[config.mk]
export PLATFORM = sky130hd
export DESIGN_NAME = url_percent_codec
export DESIGN_NICKNAME = d
export VERILOG_FILES = /design/src/hw/rtl/upc_pkg.sv /design/src/hw/rtl/upc_step.sv /design/src/hw/rtl/url_percent_codec.sv
export SDC_FILE = /design/constraint.sdc
export NUM_CORES = 1
export LEC_CHECK = 0
export BUFFER_PORTS_ARGS = -buffer_cell sky130_fd_sc_hd__buf_2
export CAP_MARGIN = 20
export CORE_UTILIZATION = 53
export CTS_CLUSTER_SIZE = 12
export DETAILED_ROUTE_END_ITERATION = 7
export PLACE_DENSITY = 0.81
export SYNTH_ARGS = -nofsm -noshare
export SYNTH_HDL_FRONTEND = slang
export SYNTH_SLANG_ARGS = --single-unit
export TNS_END_PERCENT = 30
[constraint.sdc]
create_clock -name i_clk -period 3.6 [get_ports i_clk]
set_input_delay 0.36 -clock i_clk [delete_from_list [all_inputs] [get_ports i_clk]]
set_output_delay 0.36 -clock i_clk [all_outputs]
set_load 0.01 [all_outputs]
[src/hw/rtl/upc_pkg.sv]
// ----------------------------------------------------------------------------
// upc_pkg
// Shared types, constants and character helpers for the URL percent codec.
// ----------------------------------------------------------------------------
package upc_pkg;

    // Register map (byte addresses)
    localparam int unsigned AddrWidth = 3;
    localparam logic [AddrWidth-1:0] ADDR_MODE = 3'd0;

    // Mode register codes
    localparam logic MODE_ENCODE = 1'b0;
    localparam logic MODE_DECODE = 1'b1;

    // Characters used by the codec
    localparam logic [7:0] CHAR_PERCENT = 8'h25;
    localparam logic [7:0] CHAR_SPACE   = 8'h20;
    localparam logic [7:0] CHAR_ZERO    = 8'h30;
    localparam logic [7:0] CHAR_LOWER_A = 8'h61;
    localparam logic [7:0] CHAR_UPPER_A = 8'h41;

    // Nibble value that marks a byte which is not a hex digit
    localparam logic [4:0] HEX_NONE = 5'd16;

    // Escape progress while decoding
    typedef enum logic [1:0] {
        PH_IDLE = 2'd0,
        PH_ONE  = 2'd1,
        PH_TWO  = 2'd2
    } t_phase;

    typedef struct packed {
        t_phase      phase;
        logic [7:0]  value;
        logic        stopped;
    } t_esc;

    localparam t_esc ESC_CLEAR = '{phase: PH_IDLE, value: 8'h00, stopped: 1'b0};

    // One output word
    typedef struct packed {
        logic [7:0] data;
        logic       run_end;
        logic       string_end;
    } t_res;

    typedef t_res [2:0] t_res_set;

    // Letters, digits and the fixed safe punctuation pass through unencoded
    function automatic logic is_safe(input logic [7:0] b);
        logic hit;
        // : @ & = + $ - _ . ! * ' ( ) , / ? ~
        hit = b inside {[8'h61:8'h7A], [8'h41:8'h5A], [8'h30:8'h39],
                        8'h3A, 8'h40, 8'h26, 8'h3D, 8'h2B, 8'h24, 8'h2D, 8'h5F,
                        8'h2E, 8'h21, 8'h2A, 8'h27, 8'h28, 8'h29, 8'h2C, 8'h2F,
                        8'h3F, 8'h7E};
        return hit;
    endfunction

    // Value of a hex digit of either case, HEX_NONE for anything else
    function automatic logic [4:0] hex_val(input logic [7:0] b);
        logic [4:0] v;
        if (b inside {[8'h30:8'h39]}) begin
            v = 5'(b - CHAR_ZERO);
        end else if (b inside {[8'h61:8'h66]}) begin
            v = 5'(b - CHAR_LOWER_A + 8'd10);
        end else if (b inside {[8'h41:8'h46]}) begin
            v = 5'(b - CHAR_UPPER_A + 8'd10);
        end else begin
            v = HEX_NONE;
        end
        return v;
    endfunction

    // Lowercase hex character of a nibble
    function automatic logic [7:0] hex_char(input logic [3:0] n);
        logic [7:0] c;
        if (n < 4'd10) begin
            c = CHAR_ZERO + {4'h0, n};
        end else begin
            c = CHAR_LOWER_A + {4'h0, n} - 8'd10;
        end
        return c;
    endfunction

    // Fold one escape byte into the value until a non-hex byte freezes it
    function automatic t_esc take_digit(input t_esc e, input logic [7:0] b);
        t_esc       r;
        logic [4:0] v;
        r = e;
        v = hex_val(b);
        if (!e.stopped) begin
            if (v == HEX_NONE) begin
                r.stopped = 1'b1;
            end else begin
                r.value = {e.value[3:0], v[3:0]};
            end
        end
        return r;
    endfunction

endpackage

[src/hw/rtl/upc_step.sv]
// ----------------------------------------------------------------------------
// upc_step
// Per-byte codec logic: turns one input byte and the escape state into up to
// three output words and the next escape state.
// ----------------------------------------------------------------------------
module upc_step import upc_pkg::*; (
    input  logic        i_mode,
    input  t_esc        i_esc,
    input  logic [7:0]  i_byte,
    input  logic        i_last,
    output logic [1:0]  o_cnt,
    output t_res_set    o_res,
    output t_esc        o_esc_next
);

    t_esc       w_dig;
    logic       w_emit;
    logic [7:0] w_val;

    // Escape byte folded into the current value
    assign w_dig = take_digit(i_esc, i_byte);

    always_comb begin
        o_cnt      = 2'd0;
        o_res      = '0;
        o_esc_next = i_esc;
        w_emit     = 1'b0;
        w_val      = 8'h00;

        if (i_mode == MODE_ENCODE) begin
            // Pass safe bytes, expand the rest to three words
            if (is_safe(i_byte)) begin
                o_cnt    = 2'd1;
                o_res[0] = '{data: i_byte, run_end: 1'b1, string_end: i_last};
            end else begin
                o_cnt    = 2'd3;
                o_res[0] = '{data: CHAR_PERCENT, run_end: 1'b0, string_end: 1'b0};
                o_res[1] = '{data: hex_char(i_byte[7:4]), run_end: 1'b0,
                             string_end: 1'b0};
                o_res[2] = '{data: hex_char(i_byte[3:0]), run_end: 1'b1,
                             string_end: i_last};
            end
        end else begin
            case (i_esc.phase)
                PH_IDLE: begin
                    if (i_byte != CHAR_PERCENT) begin
                        o_cnt    = 2'd1;
                        o_res[0] = '{data: i_byte, run_end: 1'b1, string_end: i_last};
                    end else if (i_last) begin
                        // String ends right after the percent sign
                        w_emit = 1'b1;
                        w_val  = 8'h00;
                    end else begin
                        o_esc_next = '{phase: PH_ONE, value: 8'h00, stopped: 1'b0};
                    end
                end
                PH_ONE: begin
                    if (i_last) begin
                        w_emit = 1'b1;
                        w_val  = w_dig.value;
                    end else begin
                        o_esc_next       = w_dig;
                        o_esc_next.phase = PH_TWO;
                    end
                end
                default: begin
                    // Second escape byte closes the escape
                    w_emit = 1'b1;
                    w_val  = w_dig.value;
                end
            endcase

            // Emit the decoded value, zero as a space, and clear the escape
            if (w_emit) begin
                o_cnt      = 2'd1;
                o_res[0]   = '{data: (w_val == 8'h00) ? CHAR_SPACE : w_val,
                               run_end: 1'b1, string_end: i_last};
                o_esc_next = ESC_CLEAR;
            end
        end
    end

endmodule

[src/hw/rtl/url_percent_codec.sv]
// ----------------------------------------------------------------------------
// url_percent_codec
// An accepted byte is held in the input stage, its words in the result stage.
// Throughput: one byte per cycle for pass-through and decode unless the output
// stalls; an encoded escape sends three words through the single output port.
// Reset (synchronous, active low): mode encode, escape state clear, input
// and output stages empty.
// ----------------------------------------------------------------------------
module url_percent_codec import upc_pkg::*; (
    input  logic                 i_clk,
    input  logic                 i_rst_n,
    // configuration port
    input  logic                 psel,
    input  logic                 penable,
    input  logic                 pwrite,
    input  logic [AddrWidth-1:0] paddr,
    input  logic [31:0]          pwdata,
    output logic [31:0]          prdata,
    output logic                 pready,
    // input channel
    input  logic                 i_in_valid,
    output logic                 o_in_stall,
    input  logic [7:0]           i_in_byte,
    input  logic                 i_in_last,
    // output channel
    output logic                 o_out_valid,
    input  logic                 i_out_stall,
    output logic [7:0]           o_out_byte,
    output logic                 o_run_end,
    output logic                 o_string_end
);

    logic       r_mode;
    t_esc       r_esc;
    logic       r_in_valid;
    logic [7:0] r_in_byte;
    logic       r_in_last;
    logic [1:0] r_cnt;
    t_res_set   r_res;

    logic       w_cfg_wr;
    logic       w_in_acc;
    logic       w_out_acc;
    logic       w_move;
    logic [1:0] w_cnt;
    t_res_set   w_res;
    t_esc       w_esc_next;

    // Configuration access
    assign pready   = 1'b1;
    assign w_cfg_wr = psel && penable && pwrite && (paddr == ADDR_MODE);
    assign prdata   = (paddr == ADDR_MODE) ? {31'h0, r_mode} : 32'h0;

    // Handshakes: load the result stage when it is empty or its last word leaves
    assign o_out_valid = (r_cnt != 2'd0);
    assign w_out_acc   = o_out_valid && !i_out_stall;
    assign w_move      = r_in_valid &&
                         ((r_cnt == 2'd0) || ((r_cnt == 2'd1) && w_out_acc));
    assign o_in_stall  = r_in_valid && !w_move;
    assign w_in_acc    = i_in_valid && !o_in_stall;

    assign o_out_byte   = r_res[0].data;
    assign o_run_end    = r_res[0].run_end;
    assign o_string_end = r_res[0].string_end;

    upc_step u_step (
        .i_mode     (r_mode),
        .i_esc      (r_esc),
        .i_byte     (r_in_byte),
        .i_last     (r_in_last),
        .o_cnt      (w_cnt),
        .o_res      (w_res),
        .o_esc_next (w_esc_next)
    );

    // Control state
    always_ff @(posedge i_clk) begin
        if (!i_rst_n) begin
            r_mode     <= MODE_ENCODE;
            r_esc      <= ESC_CLEAR;
            r_in_valid <= 1'b0;
            r_cnt      <= 2'd0;
        end else begin
            if (w_cfg_wr) begin
                r_mode <= pwdata[0];
                r_esc  <= ESC_CLEAR;
            end else if (w_move) begin
                r_esc <= w_esc_next;
            end

            if (w_in_acc) begin
                r_in_valid <= 1'b1;
            end else if (w_move) begin
                r_in_valid <= 1'b0;
            end

            if (w_move) begin
                r_cnt <= w_cnt;
            end else if (w_out_acc) begin
                r_cnt <= r_cnt - 2'd1;
            end
        end
    end

    // Payload: hold the input byte, load or advance the result words
    always_ff @(posedge i_clk) begin
        if (w_in_acc) begin
            r_in_byte <= i_in_byte;
            r_in_last <= i_in_last;
        end
        if (w_move) begin
            r_res <= w_res;
        end else if (w_out_acc) begin
            r_res <= {r_res[2], r_res[2], r_res[1]};
        end
    end

`ifndef SYNTHESIS
    a_encode_no_escape: assert property (@(posedge i_clk) disable iff (!i_rst_n)
        (r_mode == MODE_ENCODE) |-> (r_esc.phase == PH_IDLE))
        else $error("escape open in encode mode");

    a_stopped_in_escape: assert property (@(posedge i_clk) disable iff (!i_rst_n)
        r_esc.stopped |-> (r_esc.phase != PH_IDLE))
        else $error("frozen escape value outside an escape");

    a_final_word_run_end: assert property (@(posedge i_clk) disable iff (!i_rst_n)
        (o_out_valid && (r_cnt == 2'd1)) |-> o_run_end)
        else $error("final buffered word lacks run end");

    a_string_end_run_end: assert property (@(posedge i_clk) disable iff (!i_rst_n)
        (o_out_valid && o_string_end) |-> o_run_end)
        else $error("string end without run end");

    a_cfg_clears_escape: assert property (@(posedge i_clk) disable iff (!i_rst_n)
        w_cfg_wr |=> (r_esc == ESC_CLEAR))
        else $error("mode write left escape state");
`endif

endmodule

==> impl_metrics.env <==
export IMPL_wl_per_cell_um=15.5
export IMPL_rsz0062_at_grt="no"
export IMPL_clk_latency_ps=310
export IMPL_insertedDiodeCount=0
export IMPL_drive_gt1_share_pct=16.3
export IMPL_nFillCells=556
export IMPL_cp_endpoint="o_out_byte[5]$_DFFE_PP_"
export IMPL_wl_um=7560
export IMPL_track_usage_pct=22.0
export IMPL_ir_drop_mv=0.215
export IMPL_yosysWarnings=0
export IMPL_setup_slack_ps=210
export IMPL_worst_endpoint_arrival_ps=3510
export IMPL_maxCapViolCount=0
export IMPL_worstMarginPinSlew_ps=717
export IMPL_start_kind="register"
export IMPL_numCtsBuffers=5
export IMPL_grt_max_degree=29
export IMPL_pwr_share_comb_pct=30.8
export IMPL_syn_area_per_cell_um2=8.96
export IMPL_p_seq_share_pct=49.7
export IMPL_crit_type="reg2reg"
export IMPL_required_ps=3720
export IMPL_synthTopCellsByCount="40 x buf_4, 38 x nand2_1, 37 x edfxtp_1"
export IMPL_hold_ws_ps=225
export IMPL_critPathCaptureType="register"
export IMPL_synth_top_cell_area_share_pct=31.7
export IMPL_area_delta_synth_final_pct=4.61
export IMPL_finalHoldViolations=0
export IMPL_fin_skew_ps=7.45
export IMPL_root_buffer="clkbuf_8"
export IMPL_setup_viol=0
export IMPL_r2r_setup_slack_ps=210
export IMPL_power_density_nw_per_um2=449
export IMPL_outcome="completed"
export IMPL_first_pass_iters=5
export IMPL_tns_ps=0
export IMPL_grt_overflow_total=0
export IMPL_yosys_cell_types_count=64
export IMPL_crit_start="r_in_byte[0]$_DFFE_PP_"
export IMPL_core_um2=6350
export IMPL_place_ws_ps=266
export IMPL_rr_worst_depth=9
export IMPL_syn_area_um2=3500
export IMPL_drc=0
export IMPL_antenna_found_initial=0
export IMPL_clkTransAtPathRegs_ps=90
export IMPL_postCtsSetupBuffers=0
export IMPL_drt_iter0_drc=324
export IMPL_dieArea_um2=6940
export IMPL_clock_path_buffers=2
export IMPL_fmax_ghz=0.295
export IMPL_synth_top_cell_by_area="edfxtp_1"
export IMPL_io_buffers=32
export IMPL_power_switching_w=0.000543
export IMPL_internal_power_w=0.00110
export IMPL_die_h_um=83.3
export IMPL_synth_flop_cell="edfxtp_1"
export IMPL_grt_pass1_vias=2610
export IMPL_synth_most_common_cell="buf_4"
export IMPL_ys_seq_elements=52
export IMPL_hold_buffers=0
export IMPL_finalMaxSlewViolations=0
export IMPL_dp_cells=481
export IMPL_r2r_start="r_in_byte[0]$_DFFE_PP_"
export IMPL_hpwlAfterDp_um=5450
export IMPL_initial_utilization_pct=55.2
export IMPL_vias_per_cell=5.96
export IMPL_syn_inst=391
export IMPL_nets=473
export IMPL_antenna_left=0
export IMPL_relSlewSlack_pct=52.1
export IMPL_fin_cells=489
export IMPL_finalCritPeriodShare_pct=94.2
export IMPL_ioPinCount=96
export IMPL_place_gp_congestion=1.01
export IMPL_tritoncts="yes"
export IMPL_path_max_fanout=8
export IMPL_core_rowCount=29
export IMPL_min_period_ps=3390
export IMPL_routed_via_count=2916
export IMPL_synth_area_leaders="edfxtp_1 32%, buf_4 8.6%, dfxtp_1 8.6%"
export IMPL_synth_edff_count=37
export IMPL_grt_first_pass_wirelength_um=12400
export IMPL_async_reset_ff_share_pct=0
export IMPL_r2r_end="o_out_byte[5]$_DFFE_PP_"
export IMPL_hold_path_class="in2reg"
export IMPL_seq_area_frac_synth_pct=40.3
export IMPL_cts_htree_levels=2
export IMPL_swShare_pct=33.0
export IMPL_p_leak_nw=1.44
export IMPL_cts_resized=0
export IMPL_pwr_share_clk_pct=19.5
export IMPL_die_x_um=83.3
export IMPL_clkSinkCount=52
## flip-flops by register name (all words and copies together) (netlist names)
signal and flops:
r_res 18, r_esc 11, o_out_byte 8, r_in_byte 8, r_cnt 2, o_run_end 1, o_string_end 1, r_in_last 1
r_in_valid 1, r_mode 1
## power by group through the flow
stage / Clock, W / Sequential [W] / Combinational [W]
3_3_place_gp: 0 / 0.000826 / 0.000486
5_1_grt: 0.000349 / 0.000829 / 0.000559
4_1_cts: 0.000330 / 0.000819 / 0.000503
2_1_floorplan: 0 / 0.000822 / 0.000413
6_report: 0.000321 / 0.000819 / 0.000507
3_5_place_dp: 0 / 0.000832 / 0.000502
## layout by cell type, fill, tap and decap left out, drive strengths merged, types with 8 or more instances in the layout
cell type	instances
dfxtp	15
nand3	14
inv	13
o31ai	8
o21ai	25
edfxtp	37
or3	8
a21oi	35
nor2	19
buf	47
conb	32
nor3	8
ha	11
nand2	38
## metal layers
| layer | up-vias | part of all wire (%) | global-route usage [%] |
|---|---|---|---|
| met1 | 1354 | 42 | 28.4 |
| met2 | 142 | 48 | 35.7 |
| met3 | 27 | 6.6 | 4.17 |
| met5 | - | 0 | 0 |
| li1 | 1393 | - | - |
| met4 | 0 | 3.1 | 10.3 |
## how the worst min path moves through the flow
stage                     cells after the start                      to                  start  slack (ps)
after global routing                          1  r_in_byte[3]$_DFFE_PP_           i_in_byte[3]         210
final                                         1  r_in_byte[2]$_DFFE_PP_           i_in_byte[2]         230
after global placement                        2   r_esc[8]$_SDFFE_PP0P_  r_esc[8]$_SDFFE_PP0P_         470
after floorplan                               2   r_esc[6]$_SDFFE_PP0P_  r_esc[6]$_SDFFE_PP0P_         450
after CTS                                     1     r_in_last$_DFFE_PP_              i_in_last         220
after detailed placement                      2   r_esc[8]$_SDFFE_PP0P_  r_esc[8]$_SDFFE_PP0P_         480
## critical path: stages (launching register included)
cell      delay, ps
edfxtp_1        550
ha_1            350
or4b_4          520
a31oi_1         280
o32ai_1         130
or4_1           600
buf_4           200
a31oi_1         230
nand2_1          90
o31ai_1         260
## final cells by class
cell class,instances,area [um^2],share of cell area (%)
multi-input cells,291,1750,47.6
flip-flops and latches,52,1410,38.5
repair buffers,47,273,7.45
well taps,77,96.3,2.63
clock buffers,6,72.6,1.98
inverters,14,53.8,1.47
clock inverters,2,11.3,0.307
## through the flow
| stage | cell area, um^2 | util [%] | power, W |
|---|---|---|---|
| finish | 3660 | 57.7 | 0.00165 |
| global route | 3660 | 57.7 | 0.00174 |
| CTS | 3660 | 57.7 | 0.00165 |
| detailed placement | 3580 | 56.4 | 0.00133 |
| global placement | 3580 | 56.4 | 0.00131 |
| floorplan | 3610 | - | 0.00124 |
## cell families after synthesis
| group | after synthesis | synth area share, % |
|---|---|---|
| xor+xnor | 3 | 0.750 |
| fa+ha+maj | 11 | 3.93 |
| mux | 4 | 1.18 |
| simple gates | 124 | 18.5 |
| flops | 52 | 40.3 |
| other cells | 2 | 0.214 |
| buf+inv | 78 | 13.2 |
| compound gates | 117 | 21.9 |
(Power assumes the default switching activity.)
